**config.mk**
```make
export PLATFORM = sky130hd
export DESIGN_NAME = stbs_ctrl
export DESIGN_NICKNAME = d
export VERILOG_FILES = /design/src/rtl/stbs_pkg.sv /design/src/rtl/stbs_ctrl.sv
export SDC_FILE = /design/constraint.sdc
export NUM_CORES = 1
export LEC_CHECK = 0
export ABC_AREA = 0
export BUFFER_PORTS_ARGS = -buffer_cell sky130_fd_sc_hd__buf_2
export CORE_AREA = 2 2 39 41
export DETAILED_ROUTE_END_ITERATION = 6
export DIE_AREA = 0 0 41 43
export SKIP_CTS_REPAIR_TIMING = 1
export SYNTH_ARGS = -nofsm -noshare
export SYNTH_HDL_FRONTEND = slang
export SYNTH_SLANG_ARGS = --single-unit
```
**constraint.sdc**
```tcl
create_clock -name clk -period 0.9 [get_ports clk]
set_input_delay 0.135 -clock clk [delete_from_list [all_inputs] [get_ports clk]]
set_output_delay 0.135 -clock clk [all_outputs]
set_load 0.02 [all_outputs]
```
**src/rtl/stbs_pkg.sv**
```systemverilog
// Shared types and codes for the sorted table binary search core.
package stbs_pkg;

  localparam logic OP_LOAD   = 1'b0;
  localparam logic OP_SEARCH = 1'b1;

  typedef struct packed {
    logic load;
    logic start;
    logic read;
    logic step;
    logic publish;
  } cmd_t;

  typedef struct packed {
    logic empty;
    logic hit;
    logic last;
  } status_t;

endpackage

```
**src/rtl/stbs_ctrl.sv**
```systemverilog
// Sequencing state machine for loads, probes and result hand-off.
module stbs_ctrl (
  input  logic             clk,
  input  logic             rst,
  input  logic             in_valid,
  output logic             in_stall,
  input  logic             operation,
  output logic             out_valid,
  input  logic             out_stall,
  output stbs_pkg::cmd_t    cmd,
  input  stbs_pkg::status_t status
);
  import stbs_pkg::*;

  localparam logic [1:0] ST_IDLE = 2'd0;
  localparam logic [1:0] ST_READ = 2'd1;
  localparam logic [1:0] ST_CMP  = 2'd2;
  localparam logic [1:0] ST_DONE = 2'd3;

  logic [1:0] state;
  logic [1:0] state_next;
  logic       out_valid_next;
  logic       slot_free;

  assign in_stall  = (state != ST_IDLE);
  assign slot_free = !out_valid || !out_stall;

  always_comb begin
    state_next = state;
    cmd        = '0;
    unique case (state)
      ST_IDLE: begin
        if (in_valid) begin
          if (operation == OP_SEARCH) begin
            cmd.start  = 1'b1;
            state_next = status.empty ? ST_DONE : ST_READ;
          end else begin
            cmd.load = 1'b1;
          end
        end
      end
      ST_READ: begin
        cmd.read   = 1'b1;
        state_next = ST_CMP;
      end
      ST_CMP: begin
        if (status.hit || status.last) begin
          state_next = ST_DONE;
        end else begin
          cmd.step   = 1'b1;
          state_next = ST_READ;
        end
      end
      ST_DONE: begin
        // hold the result until the output register can take it
        if (slot_free) begin
          cmd.publish = 1'b1;
          state_next  = ST_IDLE;
        end
      end
      default: state_next = ST_IDLE;
    endcase
  end

  always_comb begin
    out_valid_next = out_valid;
    if (cmd.publish) begin
      out_valid_next = 1'b1;
    end else if (out_valid && !out_stall) begin
      out_valid_next = 1'b0;
    end
  end

  always_ff @(posedge clk) begin
    if (rst) begin
      state     <= ST_IDLE;
      out_valid <= 1'b0;
    end else begin
      state     <= state_next;
      out_valid <= out_valid_next;
    end
  end

endmodule

```
==> summary.json, run 1 <==
{
  "cts.htree.levels": {"value": 1},
  "met3_length": {"value": 29, "unit": "µm"},
  "fp-row-count": {"value": 14},
  "chipHeight": {"value": 43, "unit": "µm"},
  "highest_metal_used": {"value": "met3"},
  "leakage": {"value": 0.160, "unit": "nW"},
  "run_status": {"value": "complete, but fails checks"},
  "initial_antenna_violation_count": {"value": 0},
  "post_synth_inst_count": {"value": 22},
  "crit_arrival": {"value": 1.14, "unit": "ns"},
  "design_area": {"value": 369, "unit": "µm²"},
  "cts_root_buf": {"value": "sky130_fd_sc_hd__clkbuf_4"},
  "dieWidth": {"value": 41, "unit": "µm"},
  "drive_gt1_frac": {"value": 0.707},
  "synth.cell_area": {"value": 180, "unit": "µm²"},
  "met1_length": {"value": 183, "unit": "µm"},
  "initial_core_util": {"value": 0.130},
  "setup_slack": {"value": -0.373, "unit": "ns"},
  "io_buf_count": {"value": 14},
  "tritoncts": {"value": "yes"},
  "vdd_drop_max": {"value": 0.252, "unit": "mV"},
  "numCtsBuffers": {"value": 3},
  "wl_per_cell": {"value": 10.5, "unit": "µm"},
  "globalplace.congestion": {"value": 0.637},
  "grt_max_degree": {"value": 6},
  "drv.max_cap_violation_count": {"value": 0},
  "clk-insertion-delay-late": {"value": 0.23, "unit": "ns"},
  "tightest_slew": {"value": 0.184, "unit": "ns"},
  "via_count": {"value": 237},
  "grt_setup_unrepaired": {"value": "yes"},
  "fin_nets": {"value": 50},
  "slew_viol_final": {"value": 0},
  "diodes": {"value": 0},
  "yosysTopAreaCellShare": {"value": 0.333},
  "number_of_global_route_vias_before_repair": {"value": 213},
  "ys_seq_elements": {"value": 3},
  "timing.critical_path.fanout_max": {"value": 5},
  "achievable-frequency": {"value": 786, "unit": "MHz"},
  "clk_path_buf_depth": {"value": 2},
  "areaGrowthSynthToFinish": {"value": 105, "unit": "%"},
  "synth-seq-area-share": {"value": 0.333},
  "yosys_warnings": {"value": 0},
  "grt.total_usage": {"value": 0.0622},
  "synth.top_cells.by_area": {"value": "sky130_fd_sc_hd__dfxtp_1 33%, sky130_fd_sc_hd__a21oi_1 8.3%, sky130_fd_sc_hd__nor3b_2 6.9%, sky130_fd_sc_hd__nand2_1 6.3%, sky130_fd_sc_hd__a21bo_2 5.6%"},
  "drc": {"value": 0},
  "violations": {"value": "negative setup slack"},
  "floorplan.die_area": {"value": 1760, "unit": "µm²"},
  "placedInstanceArea": {"value": 297, "unit": "µm²"},
  "final.min_clock_period": {"value": 1.27, "unit": "ns"},
  "grt_remaining_overflow": {"value": 0},
  "synth_nets": {"value": 30},
  "dp.final_hpwl": {"value": 412, "unit": "µm"},
  "worst_hold_slack": {"value": 0.0862, "unit": "ns"},
  "timing.critical_path.from_type": {"value": "flop"},
  "grt_pass1_wl": {"value": 717, "unit": "µm"},
  "min-delay-path-class": {"value": "in2reg"},
  "fillCellCount": {"value": 161},
  "worstPathRequired": {"value": 0.76, "unit": "ns"},
  "total_setup_violations_reported_at_the_end_of_the_flow": {"value": 7},
  "top_level_i_o_count": {"value": 15},
  "p_per_area": {"value": 1560, "unit": "nW/µm²"},
  "final_hold_viol_count": {"value": 0},
  "path_clk_slew": {"value": 0.04, "unit": "ns"},
  "synth.avg_cell_area": {"value": 8.19, "unit": "µm²"},
  "wl_met2": {"value": 386, "unit": "µm"},
  "critPathCaptureType": {"value": "output pin"},
  "netlist.top_cell.by_area": {"value": "sky130_fd_sc_hd__dfxtp_1"},
  "drt_iter0_drc": {"value": 1},
  "drt_pre_antenna_iters": {"value": 2},
  "synth_cell_types": {"value": 15},
  "final.period_utilization": {"value": 1.41},
  "worst-setup-path-type": {"value": "reg2out"},
  "timing.clock.skew": {"value": 0.00147, "unit": "ns"},
  "maxSlewHeadroom": {"value": 0.877},
  "finalCoreUtilization": {"value": 0.267},
  "totalWireLength": {"value": 598, "unit": "µm"},
  "route.antenna.remaining_nets": {"value": 0},
  "core_region_area": {"value": 1380, "unit": "µm²"},
  "vias_per_cell": {"value": 4.16},
  "clkSinkCount": {"value": 3}
}
==> report_power, final <==
part           switching [W]  internal (W)
clock              0.0000765      0.000167
combinational      0.0000873     0.0000912
sequential        0.00000898      0.000145
==> sequential cells by signal, indices dropped and copies added (netlist names) <==
name and cells:
out_valid 1, state 2
==> through the flow <==
stage	std cells	setup WS [ns]	TNS, ns	total power [W]
after floorplan	22	-0.132	-0.283	0.000241
after global placement	53	-0.150	-0.395	0.000299
after detailed placement	53	-0.166	-0.402	0.000300
after CTS	57	-0.419	-1.94	0.000553
after global routing	57	-0.413	-1.96	0.000612
final	57	-0.373	-1.63	0.000575
==> metal layers <==
layer	GRT usage	vias to the layer above
met1	0.0418	113
met5	0	-
met2	0.116	8
met3	0	0
met4	0.0800	0
li1	-	116
==> critical path, stage by stage, from the launching register on <==
cell and delay, ns:
sky130_fd_sc_hd__dfxtp_2 0.33, sky130_fd_sc_hd__or2_4 0.25, sky130_fd_sc_hd__nor3b_4 0.18, sky130_fd_sc_hd__buf_6 0.14
==> layout by cell type, fill, tap and decap left out <==
cell type,synthesis,layout
sky130_fd_sc_hd__a21oi_1,3,2
sky130_fd_sc_hd__o211ai_1,1,1
sky130_fd_sc_hd__nor2_4,0,1
sky130_fd_sc_hd__buf_2,0,9
sky130_fd_sc_hd__nor2_2,0,1
sky130_fd_sc_hd__a21oi_2,0,1
sky130_fd_sc_hd__nor3b_4,0,1
sky130_fd_sc_hd__a21o_1,1,1
sky130_fd_sc_hd__dfxtp_2,0,3
sky130_fd_sc_hd__nand2_1,3,3
sky130_fd_sc_hd__clkbuf_1,0,1
sky130_fd_sc_hd__inv_1,1,1
sky130_fd_sc_hd__buf_4,1,1
sky130_fd_sc_hd__a31oi_1,1,1
sky130_fd_sc_hd__nand4b_1,1,1
sky130_fd_sc_hd__buf_6,0,6
sky130_fd_sc_hd__clkbuf_4,0,3
sky130_fd_sc_hd__or2_4,1,1
sky130_fd_sc_hd__nand3_1,1,1
sky130_fd_sc_hd__nor4b_2,0,1
sky130_fd_sc_hd__a21bo_2,1,1
==> path summary, 6_finish.rpt <==
path / startpoint / to / slack [ns] / cells past startpoint
max: state[0] / cmd[4] / -0.37 / 3
min reg2reg: out_valid / out_valid / 0.54 / 2
min: rst / out_valid / 0.09 / 2
max reg2reg: state[1] / state[1] / -0.03 / 4
==> cells in the mapped netlist <==
cell,count
sky130_fd_sc_hd__nor2_1,2
sky130_fd_sc_hd__o211ai_1,1
sky130_fd_sc_hd__dfxtp_1,3
sky130_fd_sc_hd__a21bo_2,1
sky130_fd_sc_hd__a21o_1,1
sky130_fd_sc_hd__nor3b_2,1
sky130_fd_sc_hd__nand4b_1,1
sky130_fd_sc_hd__a31oi_1,1
sky130_fd_sc_hd__inv_1,1
sky130_fd_sc_hd__buf_4,1
sky130_fd_sc_hd__or2_4,1
sky130_fd_sc_hd__a21oi_1,3
sky130_fd_sc_hd__nand3_1,1
sky130_fd_sc_hd__nand2_1,3
sky130_fd_sc_hd__nor4b_1,1
==> area by class of cell <==
cell class              instances  area, µm²  share of cell area
clock buffers                   4       26.3              0.0712
inverters                       1       3.75              0.0102
multi-input cells              17        135               0.366
flip-flops and latches          3       63.8               0.173
well taps                      16       20.0              0.0542
repair buffers                 16        120               0.325
==> logic make-up (layout without fill, tap and decap cells) <==
family	after synthesis	in the layout	synth area share
DFF	3	3	0.333
AOI/OAI and AO/OA	7	7	0.257
and+or+nand+nor	10	10	0.347
buffers and inverters	2	21	0.0625
Power figures use the tool's default switching activity.
==> run 2: changes to the inputs <==
--- a/config.mk
+++ b/config.mk
@@ -10,6 +10,7 @@
 export CORE_AREA = 2 2 39 41
 export DETAILED_ROUTE_END_ITERATION = 6
 export DIE_AREA = 0 0 41 43
+export RECOVER_POWER = 50
 export SKIP_CTS_REPAIR_TIMING = 1
 export SYNTH_ARGS = -nofsm -noshare
 export SYNTH_HDL_FRONTEND = slang
==> constraint.sdc (replaced) <==
create_clock -name clk -period 1.5 [get_ports clk]
set_input_delay 0.225 -clock clk [delete_from_list [all_inputs] [get_ports clk]]
set_output_delay 0.225 -clock clk [all_outputs]
set_load 0.02 [all_outputs]
==> run 2 against run 1 <==
Against the previous run:
- the flow now finishes without violations
- flip-flop and latch count is the same
- final area is 21% lower
- cell count is 3.5% lower
- non-clock buffer count is 2 lower
- die area unchanged
- sequential share of layout area increased by 3.8 points
- largest cell class unchanged
- largest power group unchanged
==> summary.json, run 2 (same netlist as run 1, synthesis figures left out) <==
{
  "clk-insertion-delay-late": {"value": 0.23, "unit": "ns", "change": "about the same"},
  "seqCellArea": {"value": 61.3, "unit": "µm²", "change": "-3.9%"},
  "setup_slack": {"value": 0.112, "unit": "ns", "change": "+0.485 ns"},
  "dieWidth": {"value": 41, "unit": "µm", "change": "unchanged"},
  "maxSlewHeadroom": {"value": 0.842, "change": "-0.0351"},
  "drive_gt1_frac": {"value": 0.487, "change": "-0.220"},
  "multi_input_comb_area": {"value": 109, "unit": "µm²", "change": "-19%"},
  "top_regs": {"value": "state (2), out_valid (1)"},
  "leakage": {"value": 0.134, "unit": "nW", "change": "-16%"},
  "floorplan.die_area": {"value": 1760, "unit": "µm²", "change": "unchanged"},
  "totalWireLength": {"value": 444, "unit": "µm", "change": "-26%"},
  "drv.max_cap_violation_count": {"value": 0, "change": "unchanged"},
  "total_setup_violations_reported_at_the_end_of_the_flow": {"value": 0, "change": "-7"},
  "fin_nets": {"value": 48, "change": "-4.0%"},
  "slew_viol_final": {"value": 0, "change": "unchanged"},
  "critPathCaptureType": {"value": "output pin"},
  "tightest_slew": {"value": 0.234, "unit": "ns", "change": "+0.0498 ns"},
  "areaGrowthSynthToFinish": {"value": 61.1, "unit": "%"},
  "chipHeight": {"value": 43, "unit": "µm", "change": "unchanged"},
  "crit_arrival": {"value": 1.16, "unit": "ns", "change": "+0.02 ns"},
  "final_hold_viol_count": {"value": 0, "change": "unchanged"},
  "min-delay-path-class": {"value": "in2reg"},
  "drc": {"value": 0, "change": "unchanged"},
  "worstPathRequired": {"value": 1.27, "unit": "ns", "change": "+0.51 ns"},
  "top_level_i_o_count": {"value": 15, "change": "unchanged"},
  "grt_setup_unrepaired": {"value": "no"},
  "run_status": {"value": "completed"},
  "fp-row-count": {"value": 14, "change": "unchanged"},
  "grt.total_usage": {"value": 0.0552, "change": "-0.00708"},
  "number_of_global_route_vias_before_repair": {"value": 176, "change": "-17%"},
  "mostFrequentLayoutCells": {"value": "11 x sky130_fd_sc_hd__buf_2, 3 x sky130_fd_sc_hd__nand2_1, 3 x sky130_fd_sc_hd__a21oi_1, 3 x sky130_fd_sc_hd__clkbuf_4, 3 x sky130_fd_sc_hd__clkbuf_1"},
  "final.period_utilization": {"value": 0.925},
  "wl_per_cell": {"value": 8.07, "unit": "µm", "change": "-23%"},
  "initial_antenna_violation_count": {"value": 0, "change": "unchanged"},
  "regMostFlops": {"value": "state"},
  "diodes": {"value": 0, "change": "unchanged"},
  "worst-setup-path-type": {"value": "reg2out"},
  "globalplace.congestion": {"value": 0.621, "change": "-2.6%"},
  "cts_root_buf": {"value": "sky130_fd_sc_hd__clkbuf_4"},
  "fillCellCount": {"value": 160, "change": "-0.62%"},
  "achievable-frequency": {"value": 720, "unit": "MHz"},
  "path_clk_slew": {"value": 0.03, "unit": "ns", "change": "about the same"},
  "cts.htree.levels": {"value": 1, "change": "unchanged"},
  "drt_pre_antenna_iters": {"value": 2, "change": "unchanged"},
  "pre_cts_setup_slack": {"value": 0.330, "unit": "ns", "change": "+0.496 ns"},
  "via_count": {"value": 220, "change": "-7.2%"},
  "p_per_area": {"value": 1040, "unit": "nW/µm²", "change": "-33%"},
  "grt_pass1_wl": {"value": 579, "unit": "µm", "change": "-19%"},
  "grt_remaining_overflow": {"value": 0, "change": "unchanged"},
  "initial_core_util": {"value": 0.130, "change": "unchanged"},
  "dp.final_hpwl": {"value": 356, "unit": "µm", "change": "-14%"},
  "numCtsBuffers": {"value": 3, "change": "unchanged"},
  "largest_register_ffs": {"value": 2, "change": "unchanged"},
  "clk_path_buf_depth": {"value": 2, "change": "unchanged"},
  "clkSinkCount": {"value": 3, "change": "unchanged"},
  "mostFrequentLayoutCell": {"value": "sky130_fd_sc_hd__buf_2"},
  "final.min_clock_period": {"value": 1.39, "unit": "ns"},
  "timing.critical_path.from_type": {"value": "flop"},
  "timing.clock.skew": {"value": 0.00166, "unit": "ns", "change": "+0.000186 ns"},
  "totalNegativeSetupSlack": {"value": 0, "unit": "ns", "change": "+1.63 ns"},
  "route.antenna.remaining_nets": {"value": 0, "change": "unchanged"},
  "core_region_area": {"value": 1380, "unit": "µm²", "change": "unchanged"},
  "vias_per_cell": {"value": 4.00, "change": "-3.8%"},
  "io_buf_count": {"value": 14, "change": "unchanged"},
  "vdd_drop_max": {"value": 0.170, "unit": "mV", "change": "-33%"},
  "timing.critical_path.fanout_max": {"value": 8, "change": "+3"},
  "drt_iter0_drc": {"value": 5, "change": "+4"},
  "grt_max_degree": {"value": 9, "change": "+3"},
  "tritoncts": {"value": "yes"}
}
-- run 2: per-stage QoR --
| stage | area [µm²] | cells | hold slack, ns | power (W) | util |
|---|---|---|---|---|---|
| after floorplan | 180 | 22 | 0.294 | 0.000138 | - |
| after global placement | 263 | 51 | 0.418 | 0.000163 | 0.190 |
| after detailed placement | 263 | 51 | 0.420 | 0.000164 | 0.190 |
| after CTS | 289 | 55 | 0.170 | 0.000312 | 0.209 |
| after global routing | 290 | 55 | 0.173 | 0.000325 | 0.210 |
| final | 290 | 55 | 0.175 | 0.000303 | 0.210 |
-- run 2: power by group --
group	switching (W)	total, W	internal, W	leakage [nW]
logic	0.0000375	0.0000697	0.0000322	0.0943
clock network	0.0000404	0.000140	0.0000996	0.0150
registers	0.00000700	0.0000934	0.0000864	0.0249
-- run 2: critical path, cell delays in order (launching register included) --
cell,delay (ns)
sky130_fd_sc_hd__dfxtp_2,0.34
sky130_fd_sc_hd__or2_4,0.26
sky130_fd_sc_hd__nor3b_2,0.17
sky130_fd_sc_hd__buf_4,0.16
-- run 2: final timing paths --
check                 start        end  slack (ns)  cells after the start
setup / recovery   state[1]     cmd[4]        0.11                      3
hold / removal          rst   state[1]        0.18                      2
setup reg to reg   state[0]   state[1]        0.64                      3
hold reg to reg   out_valid  out_valid        0.53                      2
-- run 2: layout make-up --
type	instances	share of cell area
flip-flops and latches	3	0.211
inverters	1	0.0129
multi-input cells	17	0.375
clock buffers	4	0.0905
repair buffers	14	0.241
well taps	16	0.0690
-- run 2: per-layer routing --
layer / part of all wire / GRT usage / up-vias
met1: 0.34 / 0.0449 / 99
met2: 0.54 / 0.0719 / 9
met5: 0 / 0 / -
met4: 0 / 0.100 / 0
li1: - / - / 112
met3: 0.12 / 0.0157 / 0
==> run 3: changes to the inputs <==
--- a/config.mk
+++ b/config.mk
@@ -6,10 +6,10 @@
 export NUM_CORES = 1
 export LEC_CHECK = 0
 export ABC_AREA = 0
-export BUFFER_PORTS_ARGS = -buffer_cell sky130_fd_sc_hd__buf_2
 export CORE_AREA = 2 2 39 41
 export DETAILED_ROUTE_END_ITERATION = 6
 export DIE_AREA = 0 0 41 43
+export DONT_BUFFER_PORTS = 1
 export RECOVER_POWER = 50
 export SKIP_CTS_REPAIR_TIMING = 1
 export SYNTH_ARGS = -nofsm -noshare
==> run 3 against run 2 <==
Against the previous run:
- fmax shrank 2.7%
- sequential share of layout area grew 4.4 points
- wire length fell by 7.9%
- via count fell by 19%
- cell count decreased by 24%
- count of clock-buffer cells in the layout did not move
- flip-flop and latch count stayed put
- critical endpoint unchanged
==> summary.json, run 3 (same netlist as run 1, synthesis figures left out) <==
{
  "final_hold_viol_count": {"value": 0, "change": "unchanged"},
  "crit_arrival": {"value": 1.20, "unit": "ns", "change": "+0.04 ns"},
  "finalCoreUtilization": {"value": 0.170, "change": "-0.0398"},
  "path_clk_slew": {"value": 0.03, "unit": "ns", "change": "about the same"},
  "numPlacedInstances": {"value": 38, "change": "-25%"},
  "vias_per_cell": {"value": 4.26, "change": "+6.5%"},
  "dp.final_hpwl": {"value": 345, "unit": "µm", "change": "-3.1%"},
  "drive_gt1_frac": {"value": 0.308, "change": "-0.179"},
  "met3_length": {"value": 44, "unit": "µm", "change": "-15%"},
  "worst-r2r-cell-count": {"value": 3, "change": "unchanged"},
  "highest_metal_used": {"value": "met3"},
  "initial_antenna_violation_count": {"value": 0, "change": "unchanged"},
  "worst-setup-path-type": {"value": "reg2out"},
  "design_area": {"value": 235, "unit": "µm²", "change": "-19%"},
  "grt.total_usage": {"value": 0.0510, "change": "-0.00417"},
  "hold_path_start": {"value": "rst"},
  "worst_setup_path_startpoint": {"value": "state[1]"},
  "worstPathRequired": {"value": 1.27, "unit": "ns", "change": "about the same"},
  "clk_path_buf_depth": {"value": 2, "change": "unchanged"},
  "grt_pass1_wl": {"value": 510, "unit": "µm", "change": "-12%"},
  "mostFrequentLayoutCells": {"value": "3 x sky130_fd_sc_hd__nand2_1, 3 x sky130_fd_sc_hd__a21oi_1, 3 x sky130_fd_sc_hd__clkbuf_4, 3 x sky130_fd_sc_hd__dfxtp_1"},
  "final.period_utilization": {"value": 0.951, "change": "+0.0255"},
  "cts_root_buf": {"value": "sky130_fd_sc_hd__clkbuf_4"},
  "timing.clock.skew": {"value": 0.000965, "unit": "ns", "change": "-0.000691 ns"},
  "wl_met2": {"value": 209, "unit": "µm", "change": "-12%"},
  "diodes": {"value": 0, "change": "unchanged"},
  "totalNegativeSetupSlack": {"value": 0, "unit": "ns", "change": "unchanged"},
  "worst_r2r_endpoint": {"value": "state[1]"},
  "maxSlewHeadroom": {"value": 0.705, "change": "-0.137"},
  "dieWidth": {"value": 41, "unit": "µm", "change": "unchanged"},
  "worst_hold_path_depth": {"value": 1, "change": "-1"},
  "total_setup_violations_reported_at_the_end_of_the_flow": {"value": 0, "change": "unchanged"},
  "drv.max_cap_violation_count": {"value": 0, "change": "unchanged"},
  "leakage": {"value": 0.0847, "unit": "nW", "change": "-37%"},
  "vdd_drop_max": {"value": 0.175, "unit": "mV", "change": "+3.4%"},
  "io_buf_count": {"value": 0, "change": "-14"},
  "met1_length": {"value": 155, "unit": "µm", "change": "+1.3%"},
  "timing.critical_path.from_type": {"value": "flop"},
  "chipHeight": {"value": 43, "unit": "µm", "change": "unchanged"},
  "drt_iter0_drc": {"value": 2, "change": "-3"},
  "achievable-frequency": {"value": 701, "unit": "MHz", "change": "-2.7%"},
  "pre_cts_setup_slack": {"value": 0.229, "unit": "ns", "change": "-0.102 ns"},
  "run_status": {"value": "completed"},
  "numCtsBuffers": {"value": 3, "change": "unchanged"},
  "timing.critical_path.fanout_max": {"value": 8, "change": "unchanged"},
  "final.min_clock_period": {"value": 1.43, "unit": "ns", "change": "+0.0383 ns"},
  "setup_slack": {"value": 0.0737, "unit": "ns", "change": "-0.0383 ns"},
  "via_count": {"value": 179, "change": "-19%"},
  "slowest_delay": {"value": 0.36, "unit": "ns", "change": "+0.02 ns"},
  "tightest_slew": {"value": 0.444, "unit": "ns", "change": "+0.210 ns"},
  "number_of_global_route_vias_before_repair": {"value": 141, "change": "-20%"},
  "areaGrowthSynthToFinish": {"value": 30.6, "unit": "%"},
  "r2r_setup_slack": {"value": 0.50, "unit": "ns", "change": "-0.14 ns"},
  "worstReg2RegStart": {"value": "out_valid"},
  "placedInstanceArea": {"value": 200, "unit": "µm²", "change": "-24%"},
  "globalplace.congestion": {"value": 0.566, "change": "-8.8%"},
  "grt_remaining_overflow": {"value": 0, "change": "unchanged"},
  "grt_max_degree": {"value": 9, "change": "unchanged"},
  "route.antenna.remaining_nets": {"value": 0, "change": "unchanged"},
  "critPathCaptureType": {"value": "output pin"},
  "drt_pre_antenna_iters": {"value": 3, "change": "+1"},
  "core_region_area": {"value": 1380, "unit": "µm²", "change": "unchanged"},
  "min-delay-path-class": {"value": "in2reg"},
  "finalNonFillerCells": {"value": 42, "change": "-24%"},
  "tritoncts": {"value": "yes"},
  "cts.htree.levels": {"value": 1, "change": "unchanged"},
  "drc": {"value": 0, "change": "unchanged"},
  "totalWireLength": {"value": 409, "unit": "µm", "change": "-7.9%"},
  "slew_viol_final": {"value": 0, "change": "unchanged"},
  "fin_nets": {"value": 35, "change": "-27%"},
  "largest_register_ffs": {"value": 2, "change": "unchanged"},
  "path_cells": {"value": "or2_4 > nor3b_4"},
  "timing.critical_path.slowest_stage_cell": {"value": "sky130_fd_sc_hd__dfxtp_1"},
  "p_per_area": {"value": 1200, "unit": "nW/µm²", "change": "+15%"},
  "initial_core_util": {"value": 0.130, "change": "unchanged"},
  "clk-insertion-delay-late": {"value": 0.23, "unit": "ns", "change": "about the same"},
  "floorplan.die_area": {"value": 1760, "unit": "µm²", "change": "unchanged"},
  "fp-row-count": {"value": 14, "change": "unchanged"},
  "top_level_i_o_count": {"value": 15, "change": "unchanged"},
  "regMostFlops": {"value": "state"},
  "top_regs": {"value": "state (2), out_valid (1)"},
  "clkSinkCount": {"value": 3, "change": "unchanged"},
  "worst_hold_path.endpoint": {"value": "out_valid"},
  "wl_per_cell": {"value": 9.74, "unit": "µm", "change": "+21%"}
}
[run 3: cell type report]
cell class	instances	area (µm²)
Clock buffer	4	26.3
Tap cell	16	20.0
Inverter	1	3.75
Fill cell	162	1150
Timing Repair Buffer	1	7.51
Sequential cell	3	60.1
Multi-Input combinational cell	17	118
[run 3: worst max-delay path by stage]
stage | end | slack [ns] | cells past startpoint
2_1_floorplan | cmd[1] | 0.14 | 1
3_3_place_gp | cmd[4] | 0.24 | 2
3_5_place_dp | cmd[4] | 0.23 | 2
4_1_cts | cmd[4] | -0.02 | 2
5_1_grt | cmd[4] | -0.001 | 2
6_report | cmd[4] | 0.07 | 2
[run 3: worst max-delay path: cells and delay by family (launching register included)]
family           cells  cell delay (ns)
and+or+nand+nor      2             0.61
DFF                  1             0.36
[run 3: power breakdown]
group / internal [W] / total, W / switching, W
registers: 0.0000858 / 0.0000945 / 0.00000862
logic: 0.0000213 / 0.0000519 / 0.0000306
clock network: 0.0000993 / 0.000136 / 0.0000365
[run 3: per-stage QoR]
stage	hold WS, ns	total power, W
4_1_cts	0.0514	0.000289
3_5_place_dp	0.297	0.000144
6_report	0.0630	0.000282
5_1_grt	0.0455	0.000311
2_1_floorplan	0.294	0.000138
3_3_place_gp	0.296	0.000143
[run 3: routing by layer]
metal | vias to the layer above | global-route usage
li1 | 90 | -
met2 | 9 | 0.0656
met5 | - | 0
met3 | 0 | 0.0157
met1 | 80 | 0.0381
met4 | 0 | 0.100
